## src/sv/cbse_pkg.sv

```systemverilog
// ----------------------------------------------------------------------------
// cbse_pkg: shared types and constants for the battery state estimator
// Field widths, item structs, register indexes and state codes.
// ----------------------------------------------------------------------------
package cbse_pkg;

  // Voltage field width in millivolts
  localparam int MV_BITS  = 13;
  localparam int RES_BITS = 16;
  localparam int CUR_BITS = 16;
  // Numerator prog_mv * 1000 needs ten more bits than a voltage
  localparam int NUM_W    = MV_BITS + 10;
  localparam int CNT_W    = $clog2(NUM_W + 1);
  localparam int IDX_W    = 3;
  localparam int CFG_W    = RES_BITS;

  localparam logic [NUM_W-1:0]    CUR_SCALE = NUM_W'(1000);
  localparam logic [RES_BITS-1:0] RES_ALL1  = '1;

  // Register indexes
  localparam logic [IDX_W-1:0] REG_RES         = 3'd0;
  localparam logic [IDX_W-1:0] REG_CC_MIN      = 3'd1;
  localparam logic [IDX_W-1:0] REG_CV_MIN      = 3'd2;
  localparam logic [IDX_W-1:0] REG_CC_MAX      = 3'd3;
  localparam logic [IDX_W-1:0] REG_FLOAT_MAX   = 3'd4;
  localparam logic [IDX_W-1:0] REG_FULL_MIN    = 3'd5;
  localparam logic [IDX_W-1:0] REG_RECHARGE    = 3'd6;
  localparam logic [IDX_W-1:0] REG_EMPTY_MIN   = 3'd7;

  // Pin modes
  localparam logic [1:0] PIN_INPUT   = 2'd0;
  localparam logic [1:0] PIN_OUTPUT  = 2'd1;
  localparam logic [1:0] PIN_PULLUP  = 2'd2;
  localparam logic [1:0] PIN_INVALID = 2'd3;

  // Current status
  localparam logic [1:0] ST_MEASURED = 2'd0;
  localparam logic [1:0] ST_UNKNOWN  = 2'd1;
  localparam logic [1:0] ST_INVALID  = 2'd2;

  // Charger states
  localparam logic [2:0] CHG_ERROR   = 3'd0;
  localparam logic [2:0] CHG_UNKNOWN = 3'd1;
  localparam logic [2:0] CHG_CC      = 3'd2;
  localparam logic [2:0] CHG_CV      = 3'd3;
  localparam logic [2:0] CHG_FLOAT   = 3'd4;
  localparam logic [2:0] CHG_OFF     = 3'd5;

  // Battery states
  localparam logic [2:0] BAT_ERROR    = 3'd0;
  localparam logic [2:0] BAT_CHARGING = 3'd1;
  localparam logic [2:0] BAT_FULL     = 3'd2;
  localparam logic [2:0] BAT_EMPTY    = 3'd3;
  localparam logic [2:0] BAT_IDLE     = 3'd4;
  localparam logic [2:0] BAT_UNKNOWN  = 3'd5;

  typedef struct packed {
    logic [MV_BITS-1:0] supply_mv;
    logic               supply_ok;
    logic [MV_BITS-1:0] prog_mv;
    logic               prog_ok;
    logic [1:0]         pin_mode;
    logic               pin_level;
  } in_item_t;

  typedef struct packed {
    logic                sample_valid;
    logic [CUR_BITS-1:0] current_ma;
    logic [1:0]          current_status;
    logic [2:0]          charger_state;
    logic [2:0]          battery_state;
    logic                battery_low;
    logic                battery_full;
  } out_item_t;

  typedef struct packed {
    logic [RES_BITS-1:0] rprog_ohms;
    logic [MV_BITS-1:0]  prog_cc_min_mv;
    logic [MV_BITS-1:0]  prog_cv_min_mv;
    logic [MV_BITS-1:0]  prog_cc_max_mv;
    logic [MV_BITS-1:0]  prog_float_max_mv;
    logic [MV_BITS-1:0]  full_supply_min_mv;
    logic [MV_BITS-1:0]  recharge_min_mv;
    logic [MV_BITS-1:0]  empty_supply_min_mv;
  } cfg_t;

  localparam cfg_t CFG_RESET = '{
    rprog_ohms:          RES_BITS'(5000),
    prog_cc_min_mv:      MV_BITS'(900),
    prog_cv_min_mv:      MV_BITS'(100),
    prog_cc_max_mv:      MV_BITS'(1100),
    prog_float_max_mv:   MV_BITS'(10),
    full_supply_min_mv:  MV_BITS'(4200),
    recharge_min_mv:     MV_BITS'(4050),
    empty_supply_min_mv: MV_BITS'(3300)
  };

  // Held state pair going into the evaluator
  typedef struct packed {
    logic [2:0] charger;
    logic [2:0] battery;
  } held_t;

endpackage

```

## src/sv/cbse_if.sv

```systemverilog
// ----------------------------------------------------------------------------
// cbse_if: valid/ready channels for measurement and result items
// One interface per direction, each with source and sink modports.
// ----------------------------------------------------------------------------
interface cbse_in_if;
  import cbse_pkg::*;
  logic     valid;
  logic     ready;
  in_item_t data;
  modport source (output valid, output data, input ready);
  modport sink   (input valid, input data, output ready);
endinterface

interface cbse_out_if;
  import cbse_pkg::*;
  logic      valid;
  logic      ready;
  out_item_t data;
  modport source (output valid, output data, input ready);
  modport sink   (input valid, input data, output ready);
endinterface

```

## src/sv/charger_battery_state_estimator.sv

```systemverilog
// ----------------------------------------------------------------------------
// charger_battery_state_estimator: charge current and charger/battery state
// Sequence: an accepted item that needs a current division goes through the divide
//   and finish states, any other item straight to finish; the result is registered.
// Flow: one item at a time; the serial divider makes one quotient bit per cycle,
//   and a new item is accepted only after the result enters the output register,
//   so a result that waits for the output to drain also holds off the input.
// Reset: registers return to their documented values, held states unknown,
//   no result pending.
// ----------------------------------------------------------------------------
module charger_battery_state_estimator (
  input  logic                          clk_i,
  input  logic                          rst_ni,
  input  logic                          cfg_we_i,
  input  logic [cbse_pkg::IDX_W-1:0]    cfg_idx_i,
  input  logic [cbse_pkg::CFG_W-1:0]    cfg_wdata_i,
  cbse_in_if.sink                       in_ch,
  cbse_out_if.source                    out_ch
);
  import cbse_pkg::*;

  localparam logic [1:0] S_IDLE = 2'd0;
  localparam logic [1:0] S_DIV  = 2'd1;
  localparam logic [1:0] S_FIN  = 2'd2;

  logic [1:0]       state_q, state_d;
  cfg_t             cfg_q;
  in_item_t         item_q;
  logic [1:0]       status_q;
  logic             div_used_q;
  held_t            held_q;
  logic             out_valid_q;
  out_item_t        out_data_q;

  logic             accept;
  logic [1:0]       status_in;
  logic             div_in;
  logic             load;
  logic             div_done;
  logic [NUM_W-1:0] quot;
  logic [NUM_W-1:0] numer;
  out_item_t        result;
  held_t            held_next;

  // Configuration writes
  always_ff @(posedge clk_i or negedge rst_ni) begin
    if (!rst_ni) begin
      cfg_q <= CFG_RESET;
    end else if (cfg_we_i) begin
      unique case (cfg_idx_i)
        REG_RES:       cfg_q.rprog_ohms          <= cfg_wdata_i[RES_BITS-1:0];
        REG_CC_MIN:    cfg_q.prog_cc_min_mv      <= cfg_wdata_i[MV_BITS-1:0];
        REG_CV_MIN:    cfg_q.prog_cv_min_mv      <= cfg_wdata_i[MV_BITS-1:0];
        REG_CC_MAX:    cfg_q.prog_cc_max_mv      <= cfg_wdata_i[MV_BITS-1:0];
        REG_FLOAT_MAX: cfg_q.prog_float_max_mv   <= cfg_wdata_i[MV_BITS-1:0];
        REG_FULL_MIN:  cfg_q.full_supply_min_mv  <= cfg_wdata_i[MV_BITS-1:0];
        REG_RECHARGE:  cfg_q.recharge_min_mv     <= cfg_wdata_i[MV_BITS-1:0];
        REG_EMPTY_MIN: cfg_q.empty_supply_min_mv <= cfg_wdata_i[MV_BITS-1:0];
        default:       cfg_q <= cfg_q;
      endcase
    end
  end

  assign in_ch.ready = (state_q == S_IDLE);
  assign accept      = in_ch.valid && in_ch.ready;

  // Current status from the incoming item; division only inside the window
  always_comb begin
    status_in = ST_MEASURED;
    div_in    = 1'b0;
    if (!in_ch.data.prog_ok || cfg_q.rprog_ohms == '0 ||
        cfg_q.rprog_ohms == RES_ALL1 || in_ch.data.pin_mode == PIN_INVALID) begin
      status_in = ST_INVALID;
    end else if (in_ch.data.pin_mode == PIN_OUTPUT) begin
      status_in = in_ch.data.pin_level ? ST_MEASURED : ST_UNKNOWN;
    end else if (in_ch.data.pin_mode == PIN_PULLUP) begin
      status_in = ST_UNKNOWN;
    end else begin
      div_in = (in_ch.data.prog_mv <= cfg_q.prog_cc_max_mv) &&
               (in_ch.data.prog_mv >= cfg_q.prog_float_max_mv);
    end
  end

  assign numer = NUM_W'(in_ch.data.prog_mv) * CUR_SCALE;

  cbse_divider u_div (
    .clk_i   (clk_i),
    .rst_ni  (rst_ni),
    .start_i (accept && div_in),
    .num_i   (numer),
    .div_i   (cfg_q.rprog_ohms),
    .done_o  (div_done),
    .quot_o  (quot)
  );

  // Capture the accepted item
  always_ff @(posedge clk_i) begin
    if (accept) begin
      item_q     <= in_ch.data;
      status_q   <= status_in;
      div_used_q <= div_in;
    end
  end

  cbse_eval u_eval (
    .item_i     (item_q),
    .cfg_i      (cfg_q),
    .status_i   (status_q),
    .div_used_i (div_used_q),
    .quot_i     (quot),
    .held_i     (held_q),
    .result_o   (result),
    .held_o     (held_next)
  );

  // Result may enter the output register once it is free or being taken
  assign load = (state_q == S_FIN) && (!out_valid_q || out_ch.ready);

  // Sequencer
  always_comb begin
    state_d = state_q;
    unique case (state_q)
      S_IDLE: if (accept) state_d = div_in ? S_DIV : S_FIN;
      S_DIV:  if (div_done) state_d = S_FIN;
      S_FIN:  if (load) state_d = S_IDLE;
      default: state_d = S_IDLE;
    endcase
  end

  always_ff @(posedge clk_i or negedge rst_ni) begin
    if (!rst_ni) begin
      state_q        <= S_IDLE;
      held_q.charger <= CHG_UNKNOWN;
      held_q.battery <= BAT_UNKNOWN;
      out_valid_q    <= 1'b0;
    end else begin
      state_q <= state_d;
      if (load) begin
        held_q      <= held_next;
        out_valid_q <= 1'b1;
      end else if (out_ch.ready) begin
        out_valid_q <= 1'b0;
      end
    end
  end

  // Output register
  always_ff @(posedge clk_i) begin
    if (load) begin
      out_data_q <= result;
    end
  end

  assign out_ch.valid = out_valid_q;
  assign out_ch.data  = out_data_q;

  // Held states never take an error code
  assert property (@(posedge clk_i) disable iff (!rst_ni)
    held_q.charger != CHG_ERROR && held_q.battery != BAT_ERROR)
    else $error("held state holds an error code");

  // An invalid sample leaves the held states untouched
  assert property (@(posedge clk_i) disable iff (!rst_ni)
    load && !result.sample_valid |=> $stable(held_q))
    else $error("held state changed on an invalid sample");

  // Divider finishes only while the sequencer waits for it
  assert property (@(posedge clk_i) disable iff (!rst_ni)
    div_done |-> state_q == S_DIV)
    else $error("divider done outside the divide state");

  // Current is reported only for a measured status
  assert property (@(posedge clk_i) disable iff (!rst_ni)
    load && result.current_status != ST_MEASURED |-> result.current_ma == '0)
    else $error("current reported with a non-measured status");

endmodule

```

## src/sv/cbse_divider.sv

```systemverilog
// ----------------------------------------------------------------------------
// cbse_divider: serial restoring divider
// One quotient bit per cycle; quotient stays valid after done until next start.
// ----------------------------------------------------------------------------
module cbse_divider (
  input  logic                          clk_i,
  input  logic                          rst_ni,
  input  logic                          start_i,
  input  logic [cbse_pkg::NUM_W-1:0]    num_i,
  input  logic [cbse_pkg::RES_BITS-1:0] div_i,
  output logic                          done_o,
  output logic [cbse_pkg::NUM_W-1:0]    quot_o
);
  import cbse_pkg::*;

  logic [NUM_W-1:0]    num_q;
  logic [RES_BITS-1:0] div_q;
  logic [RES_BITS-1:0] rem_q;
  logic [CNT_W-1:0]    cnt_q;
  logic                busy_q;
  logic                done_q;

  logic [RES_BITS:0]   shifted;
  logic [RES_BITS:0]   diff;
  logic                ge;

  // Trial subtract of the divisor from the shifted partial remainder
  assign shifted = {rem_q, num_q[NUM_W-1]};
  assign diff    = shifted - {1'b0, div_q};
  assign ge      = shifted >= {1'b0, div_q};

  // Control: iteration count and done pulse
  always_ff @(posedge clk_i or negedge rst_ni) begin
    if (!rst_ni) begin
      busy_q <= 1'b0;
      done_q <= 1'b0;
      cnt_q  <= '0;
    end else if (start_i) begin
      busy_q <= 1'b1;
      done_q <= 1'b0;
      cnt_q  <= CNT_W'(NUM_W);
    end else if (busy_q) begin
      cnt_q <= cnt_q - 1'b1;
      if (cnt_q == CNT_W'(1)) begin
        busy_q <= 1'b0;
        done_q <= 1'b1;
      end else begin
        done_q <= 1'b0;
      end
    end else begin
      done_q <= 1'b0;
    end
  end

  // Datapath: numerator register turns into the quotient as bits shift in
  always_ff @(posedge clk_i) begin
    if (start_i) begin
      num_q <= num_i;
      div_q <= div_i;
      rem_q <= '0;
    end else if (busy_q) begin
      num_q <= {num_q[NUM_W-2:0], ge};
      rem_q <= ge ? diff[RES_BITS-1:0] : shifted[RES_BITS-1:0];
    end
  end

  assign done_o = done_q;
  assign quot_o = num_q;

endmodule

```

## src/sv/cbse_eval.sv

```systemverilog
// ----------------------------------------------------------------------------
// cbse_eval: current clamp and charger / battery classification
// Builds the result item and the next held states from a finished item.
// ----------------------------------------------------------------------------
module cbse_eval (
  input  cbse_pkg::in_item_t         item_i,
  input  cbse_pkg::cfg_t             cfg_i,
  input  logic [1:0]                 status_i,
  input  logic                       div_used_i,
  input  logic [cbse_pkg::NUM_W-1:0] quot_i,
  input  cbse_pkg::held_t            held_i,
  output cbse_pkg::out_item_t        result_o,
  output cbse_pkg::held_t            held_o
);
  import cbse_pkg::*;

  logic [CUR_BITS-1:0] cur;
  logic                valid;
  logic                full;
  logic [2:0]          chg;
  logic [2:0]          bat;

  // Floor of 1 mA, saturation at full scale
  always_comb begin
    if (!div_used_i) begin
      cur = '0;
    end else if (quot_i[NUM_W-1:CUR_BITS] != '0) begin
      cur = '1;
    end else if (quot_i == '0) begin
      cur = CUR_BITS'(1);
    end else begin
      cur = quot_i[CUR_BITS-1:0];
    end
  end

  assign valid = item_i.supply_ok && (status_i != ST_INVALID);
  assign full  = item_i.supply_mv >= cfg_i.recharge_min_mv;

  // Charger state from program voltage window and supply
  always_comb begin
    if (status_i == ST_UNKNOWN) begin
      chg = CHG_UNKNOWN;
    end else if (item_i.prog_mv >= cfg_i.prog_cc_min_mv) begin
      chg = (item_i.supply_mv >= cfg_i.full_supply_min_mv) ? CHG_UNKNOWN : CHG_CC;
    end else if (item_i.prog_mv >= cfg_i.prog_cv_min_mv) begin
      chg = (item_i.supply_mv <= cfg_i.recharge_min_mv) ? CHG_UNKNOWN : CHG_CV;
    end else if (full) begin
      chg = CHG_FLOAT;
    end else if (cur == '0) begin
      chg = CHG_OFF;
    end else begin
      chg = CHG_UNKNOWN;
    end
  end

  // Battery state follows the charger state
  always_comb begin
    case (chg) inside
      CHG_ERROR:      bat = BAT_ERROR;
      CHG_CC, CHG_CV: bat = BAT_CHARGING;
      default: begin
        if (chg == CHG_FLOAT || full) begin
          bat = BAT_FULL;
        end else if (item_i.supply_mv < cfg_i.empty_supply_min_mv) begin
          bat = BAT_EMPTY;
        end else if (chg == CHG_OFF) begin
          bat = BAT_IDLE;
        end else begin
          bat = BAT_UNKNOWN;
        end
      end
    endcase
  end

  // Held states move only on a fully valid sample
  always_comb begin
    held_o.charger = valid ? chg : held_i.charger;
    held_o.battery = valid ? bat : held_i.battery;
  end

  always_comb begin
    result_o.sample_valid   = valid;
    result_o.current_ma     = (status_i == ST_MEASURED) ? cur : '0;
    result_o.current_status = status_i;
    result_o.charger_state  = held_o.charger;
    result_o.battery_state  = held_o.battery;
    result_o.battery_low    = !item_i.supply_ok ||
                              (item_i.supply_mv < cfg_i.empty_supply_min_mv);
    result_o.battery_full   = item_i.supply_ok && full;
  end

endmodule
```

## src/flat_wrapper.sv

```systemverilog
// flat-port wrapper written by rule: the top's interface ports become plain ports
module charger_battery_state_estimator_flat import cbse_pkg::*;
  (clk_i, rst_ni, cfg_we_i, cfg_idx_i, cfg_wdata_i, in_ch_valid, in_ch_data, in_ch_ready, out_ch_valid, out_ch_data, out_ch_ready);
  cbse_in_if in_ch_i ();
  cbse_out_if out_ch_i ();
  input  logic clk_i;
  input  logic rst_ni;
  input  logic cfg_we_i;
  input  logic [cbse_pkg::IDX_W-1:0] cfg_idx_i;
  input  logic [cbse_pkg::CFG_W-1:0] cfg_wdata_i;
  input wire logic [$bits(in_ch_i.valid)-1:0] in_ch_valid;
  input wire logic [$bits(in_ch_i.data)-1:0] in_ch_data;
  output wire logic [$bits(in_ch_i.ready)-1:0] in_ch_ready;
  output wire logic [$bits(out_ch_i.valid)-1:0] out_ch_valid;
  output wire logic [$bits(out_ch_i.data)-1:0] out_ch_data;
  input wire logic [$bits(out_ch_i.ready)-1:0] out_ch_ready;
  assign in_ch_i.valid = in_ch_valid;
  assign in_ch_i.data = in_ch_data;
  assign in_ch_ready = in_ch_i.ready;
  assign out_ch_valid = out_ch_i.valid;
  assign out_ch_data = out_ch_i.data;
  assign out_ch_i.ready = out_ch_ready;
  charger_battery_state_estimator u_core (.clk_i(clk_i), .rst_ni(rst_ni), .cfg_we_i(cfg_we_i), .cfg_idx_i(cfg_idx_i), .cfg_wdata_i(cfg_wdata_i), .in_ch(in_ch_i), .out_ch(out_ch_i));
endmodule
```

## config.mk

```make
export PLATFORM = sky130hd
export DESIGN_NAME = charger_battery_state_estimator_flat
export DESIGN_NICKNAME = d
export VERILOG_FILES = /design/src/sv/cbse_pkg.sv /design/src/sv/cbse_if.sv /design/src/sv/charger_battery_state_estimator.sv /design/src/sv/cbse_divider.sv /design/src/sv/cbse_eval.sv /design/src/flat_wrapper.sv
export SDC_FILE = /design/constraint.sdc
export NUM_CORES = 1
export LEC_CHECK = 0
export ABC_AREA = 0
export BUFFER_PORTS_ARGS = -buffer_cell sky130_fd_sc_hd__buf_4
export CELL_PAD_IN_SITES_DETAIL_PLACEMENT = 2
export CELL_PAD_IN_SITES_GLOBAL_PLACEMENT = 2
export CORE_UTILIZATION = 37
export DETAILED_ROUTE_END_ITERATION = 12
export PLACE_DENSITY_LB_ADDON = 0.1
export SYNTH_ARGS = -nofsm -noshare
export SYNTH_HDL_FRONTEND = slang
export SYNTH_SLANG_ARGS = --single-unit
```

## constraint.sdc

```tcl
create_clock -name clk_i -period 3.3 [get_ports clk_i]
set_clock_uncertainty 0.15 [all_clocks]
set_input_delay 0.825 -clock clk_i [delete_from_list [all_inputs] [get_ports clk_i]]
set_output_delay 0.825 -clock clk_i [all_outputs]
set_load 0.01 [all_outputs]
```

==> results.ini <==
[clock_tree]
htreeDepth=1
cts.sinks=235
cts_buffer_depth=3
cts_root_buf=clkbuf_16
postCtsHoldBufs=0
cts_inserted_buffers=28
insertion_delay_ns=0.55
path_clk_slew_ns=0.06
cts_tree=built

[layout]
nNetsFinal=1781
seq_area_sq_um=6301
multi_input_area_sq_um=7520
drive_gt1_frac=0.2839
post-route-cell-area_sq_um=17680
final_common_cell=buf_4
most-common-layout-cells=179 x buf_4, 169 x inv_1, 146 x ha_1, 102 x nand2_1, 93 x edfxtp_1
n_antenna_cell=0
area_growth_pct=24.01
nFillCells=3949

[drt]
route.final.wire_length_um=44650
vias_per_cell=5.228
wl_per_cell_um=21.67
first_pass_iters=4
final_antenna_net_count=0
drcViolationCount=0
drtIter0Drc=371
vias=10775

[grt]
grt_start_max_net_pins=59
grt_antenna_before_repair=1
grt_pass1_wl_um=69580
grt_remaining_overflow=0
grt_use_total=0.2311
grt_pass1_vias=12189

[placement]
dpl_cell_area_sq_um=16310
place_ws_ns=-1.922
dpl.hpwl_um=32360
io_buffers=83
gp_congestion=0.7896

[synth]
yosysWarnings=0
synth_compound_area_frac=0.1123
seq_area_frac_synth=0.4419
synth_top_area_cell=edfxtp_1
netlist_instances=1331
synth_seq_cells=235
synth_top_family_by_area=adder cells
netlist_area_sq_um=14250
synth.area.top_cells=edfxtp_1 20%, dfrtp_1 15%, ha_1 14%, dfstp_2 7.2%, fa_1 6.0%
synth_xor_area_frac=0.01659
async_flop_share=0.5234
syn_nets=1584
ys.flop_type=edfxtp_1
synth_cell_type_count=70
synth.area.mux_share=0.06890
synth-edff-count=93
synthAdderAreaFrac=0.1964
syn_avg_cell_area_sq_um=10.71
synthSimpleGateAreaFrac=0.1035
yosysTopAreaCellShare=0.1959

[critical_path]
arrival_ns=4.74
slowest_stage=fa_1
crit_path_start_kind=input pin
crit_type=input pin to register
critPathMaxStageDelay_ns=0.59
cpMostUsedCell=fa_1
crit_path_max_fanout=5
worstPathCellList=buf_8, clkinvlp_4, fa_1, fa_1, fa_1, fa_1, inv_2, ha_4, a2111o_1, o21ai_2, a21oi_2, a21oi_2, xor2_1, nor2_1, a31o_2
critical_path_required_ns=3.46
worstSetupEndpointType=register

[timing]
worst_pin_slew_ns=0.8406
tns_ns=-13.97
hold_viol_final=0
setup_viol=14
fmax_mhz=218.1
relSlewSlack=0.4375
period_needed_ns=4.585
finalCritPeriodShare=1.389
timing.final.ws_setup_ns=-1.285
rsz0062_at_grt=yes
holdWs_ns=0.09155
drv_slew=0

[status]
run_status=finished, violations left
violations=negative setup slack

[power]
total_leakage_power_uw=0.007783
p_comb_frac=0.492
power_density_nw_per_um2=859.3
clockPowerShare=0.199
p_switching_uw=5848
vdd_drop_max_mv=0.3728
internal-power_uw=9343
seq_power_share=0.308
sw_frac_of_total=0.3850

[floorplanning]
die-area_sq_um=39320
core_area_sq_um=37760
die_h_um=198.3
rows=71
start_util=0.3776
die_w_um=198.3
pin_count=84

[job]
maxCapViolations=0

[worst_hold_path]
hold_path_class=input pin to asynchronous set/reset pin

[power by group through the flow]
stage,Combinational [uW],Clock [uW],Sequential (uW)
floorplan,4180,0,4500
global placement,5960,0,4690
detailed placement,6300,0,4730
CTS,7100,3120,4690
global route,8220,3210,4780
finish,7480,3030,4680
[sequential cells by signal, summed over array words and instances (netlist names)]
signal,cells
u_core.cfg_q,107
u_core.item_q,27
u_core.out_ch.data,27
u_core.u_div.quot_o,23
u_core.u_div.div_q,16
u_core.u_div.rem_q,16
u_core.held_q,6
u_core.u_div.cnt_q,5
u_core.state_q,2
u_core.status_q,2
u_core.div_used_q,1
u_core.out_ch.valid,1
u_core.u_div.busy_q,1
u_core.u_div.done_o,1
[per-layer routing]
metal	track usage	up-vias	routed length [um]
li1	-	5052	-
met1	0.3048	5548	19910
met2	0.4090	131	22460
met3	0.02691	44	1592
met4	0.03991	0	698
met5	0	-	0
[worst max-delay path, delay by kind of cell]
| family | cells | cell delay (ns) |
|---|---|---|
| adder cells (fa/ha/maj) | 5 | 2.35 |
| AO/OA/AOI/OAI | 5 | 1.08 |
| buffers and inverters | 3 | 0.26 |
| AND/OR/NAND/NOR | 1 | 0.06 |
| XOR/XNOR | 1 | 0.15 |
[path summary, 6_finish.rpt]
| check | startpoint | end | slack [ns] | cells after the start |
|---|---|---|---|---|
| worst max register to register | u_core.cfg_q[58] | u_core.u_div.quot_o[22] | 0.18 | 11 |
| worst min-delay path | rst_ni | u_core.out_ch.valid | 0.09 | 1 |
| min in group clk_i | in_ch_data[24] | u_core.item_q[24] | 0.29 | 1 |
| worst min register to register | u_core.held_q[0] | u_core.held_q[0] | 0.33 | 2 |
| worst max-delay path | in_ch_data[8] | u_core.u_div.quot_o[17] | -1.29 | 15 |
| max in group asynchronous | rst_ni | u_core.cfg_q[17] | 2.09 | 2 |
[cells by family after synthesis]
group | Yosys count
flops | 235
mux | 89
buf+inv | 218
fa+ha+maj | 198
simple gates | 306
xor+xnor | 27
compound gates | 258
[synthesized netlist by cell type (23+ instances only)]
cell / number
nand2_1: 103
mux2_2: 73
inv_1: 184
o21ai_0: 100
ha_1: 155
nand4_1: 23
dfstp_2: 39
clkbuf_1: 23
dfrtp_1: 84
edfxtp_1: 93
o21a_1: 23
nor3_1: 31
fa_1: 43
nor2_1: 58
a21oi_1: 53
[layout make-up]
class,count,share of cell area
clock buffers,41,0.04700
clock inverters,11,0.003185
inverters,186,0.04077
multi-input cells,878,0.4254
flip-flops and latches,235,0.3564
well taps,511,0.03617
repair buffers,199,0.09109
[timing repair]
item                                   in CTS  in global routing
pin swaps                                  36                 40
gates resized for setup                    50                 29
setup buffers                              14                  5
endpoints found under the hold margin       0                  0
setup endpoints to repair                  14                 19
[per-stage QoR]
| stage | util | power, uW | cells |
|---|---|---|---|
| CTS | 0.4642 | 14910 | 2058 |
| global placement | 0.4319 | 10650 | 1994 |
| detailed placement | 0.4319 | 11030 | 1994 |
| finish | 0.4682 | 15190 | 2061 |
| floorplan | - | 8671 | 1331 |
| global route | 0.4682 | 16210 | 2061 |
(Power assumes the default switching activity.)
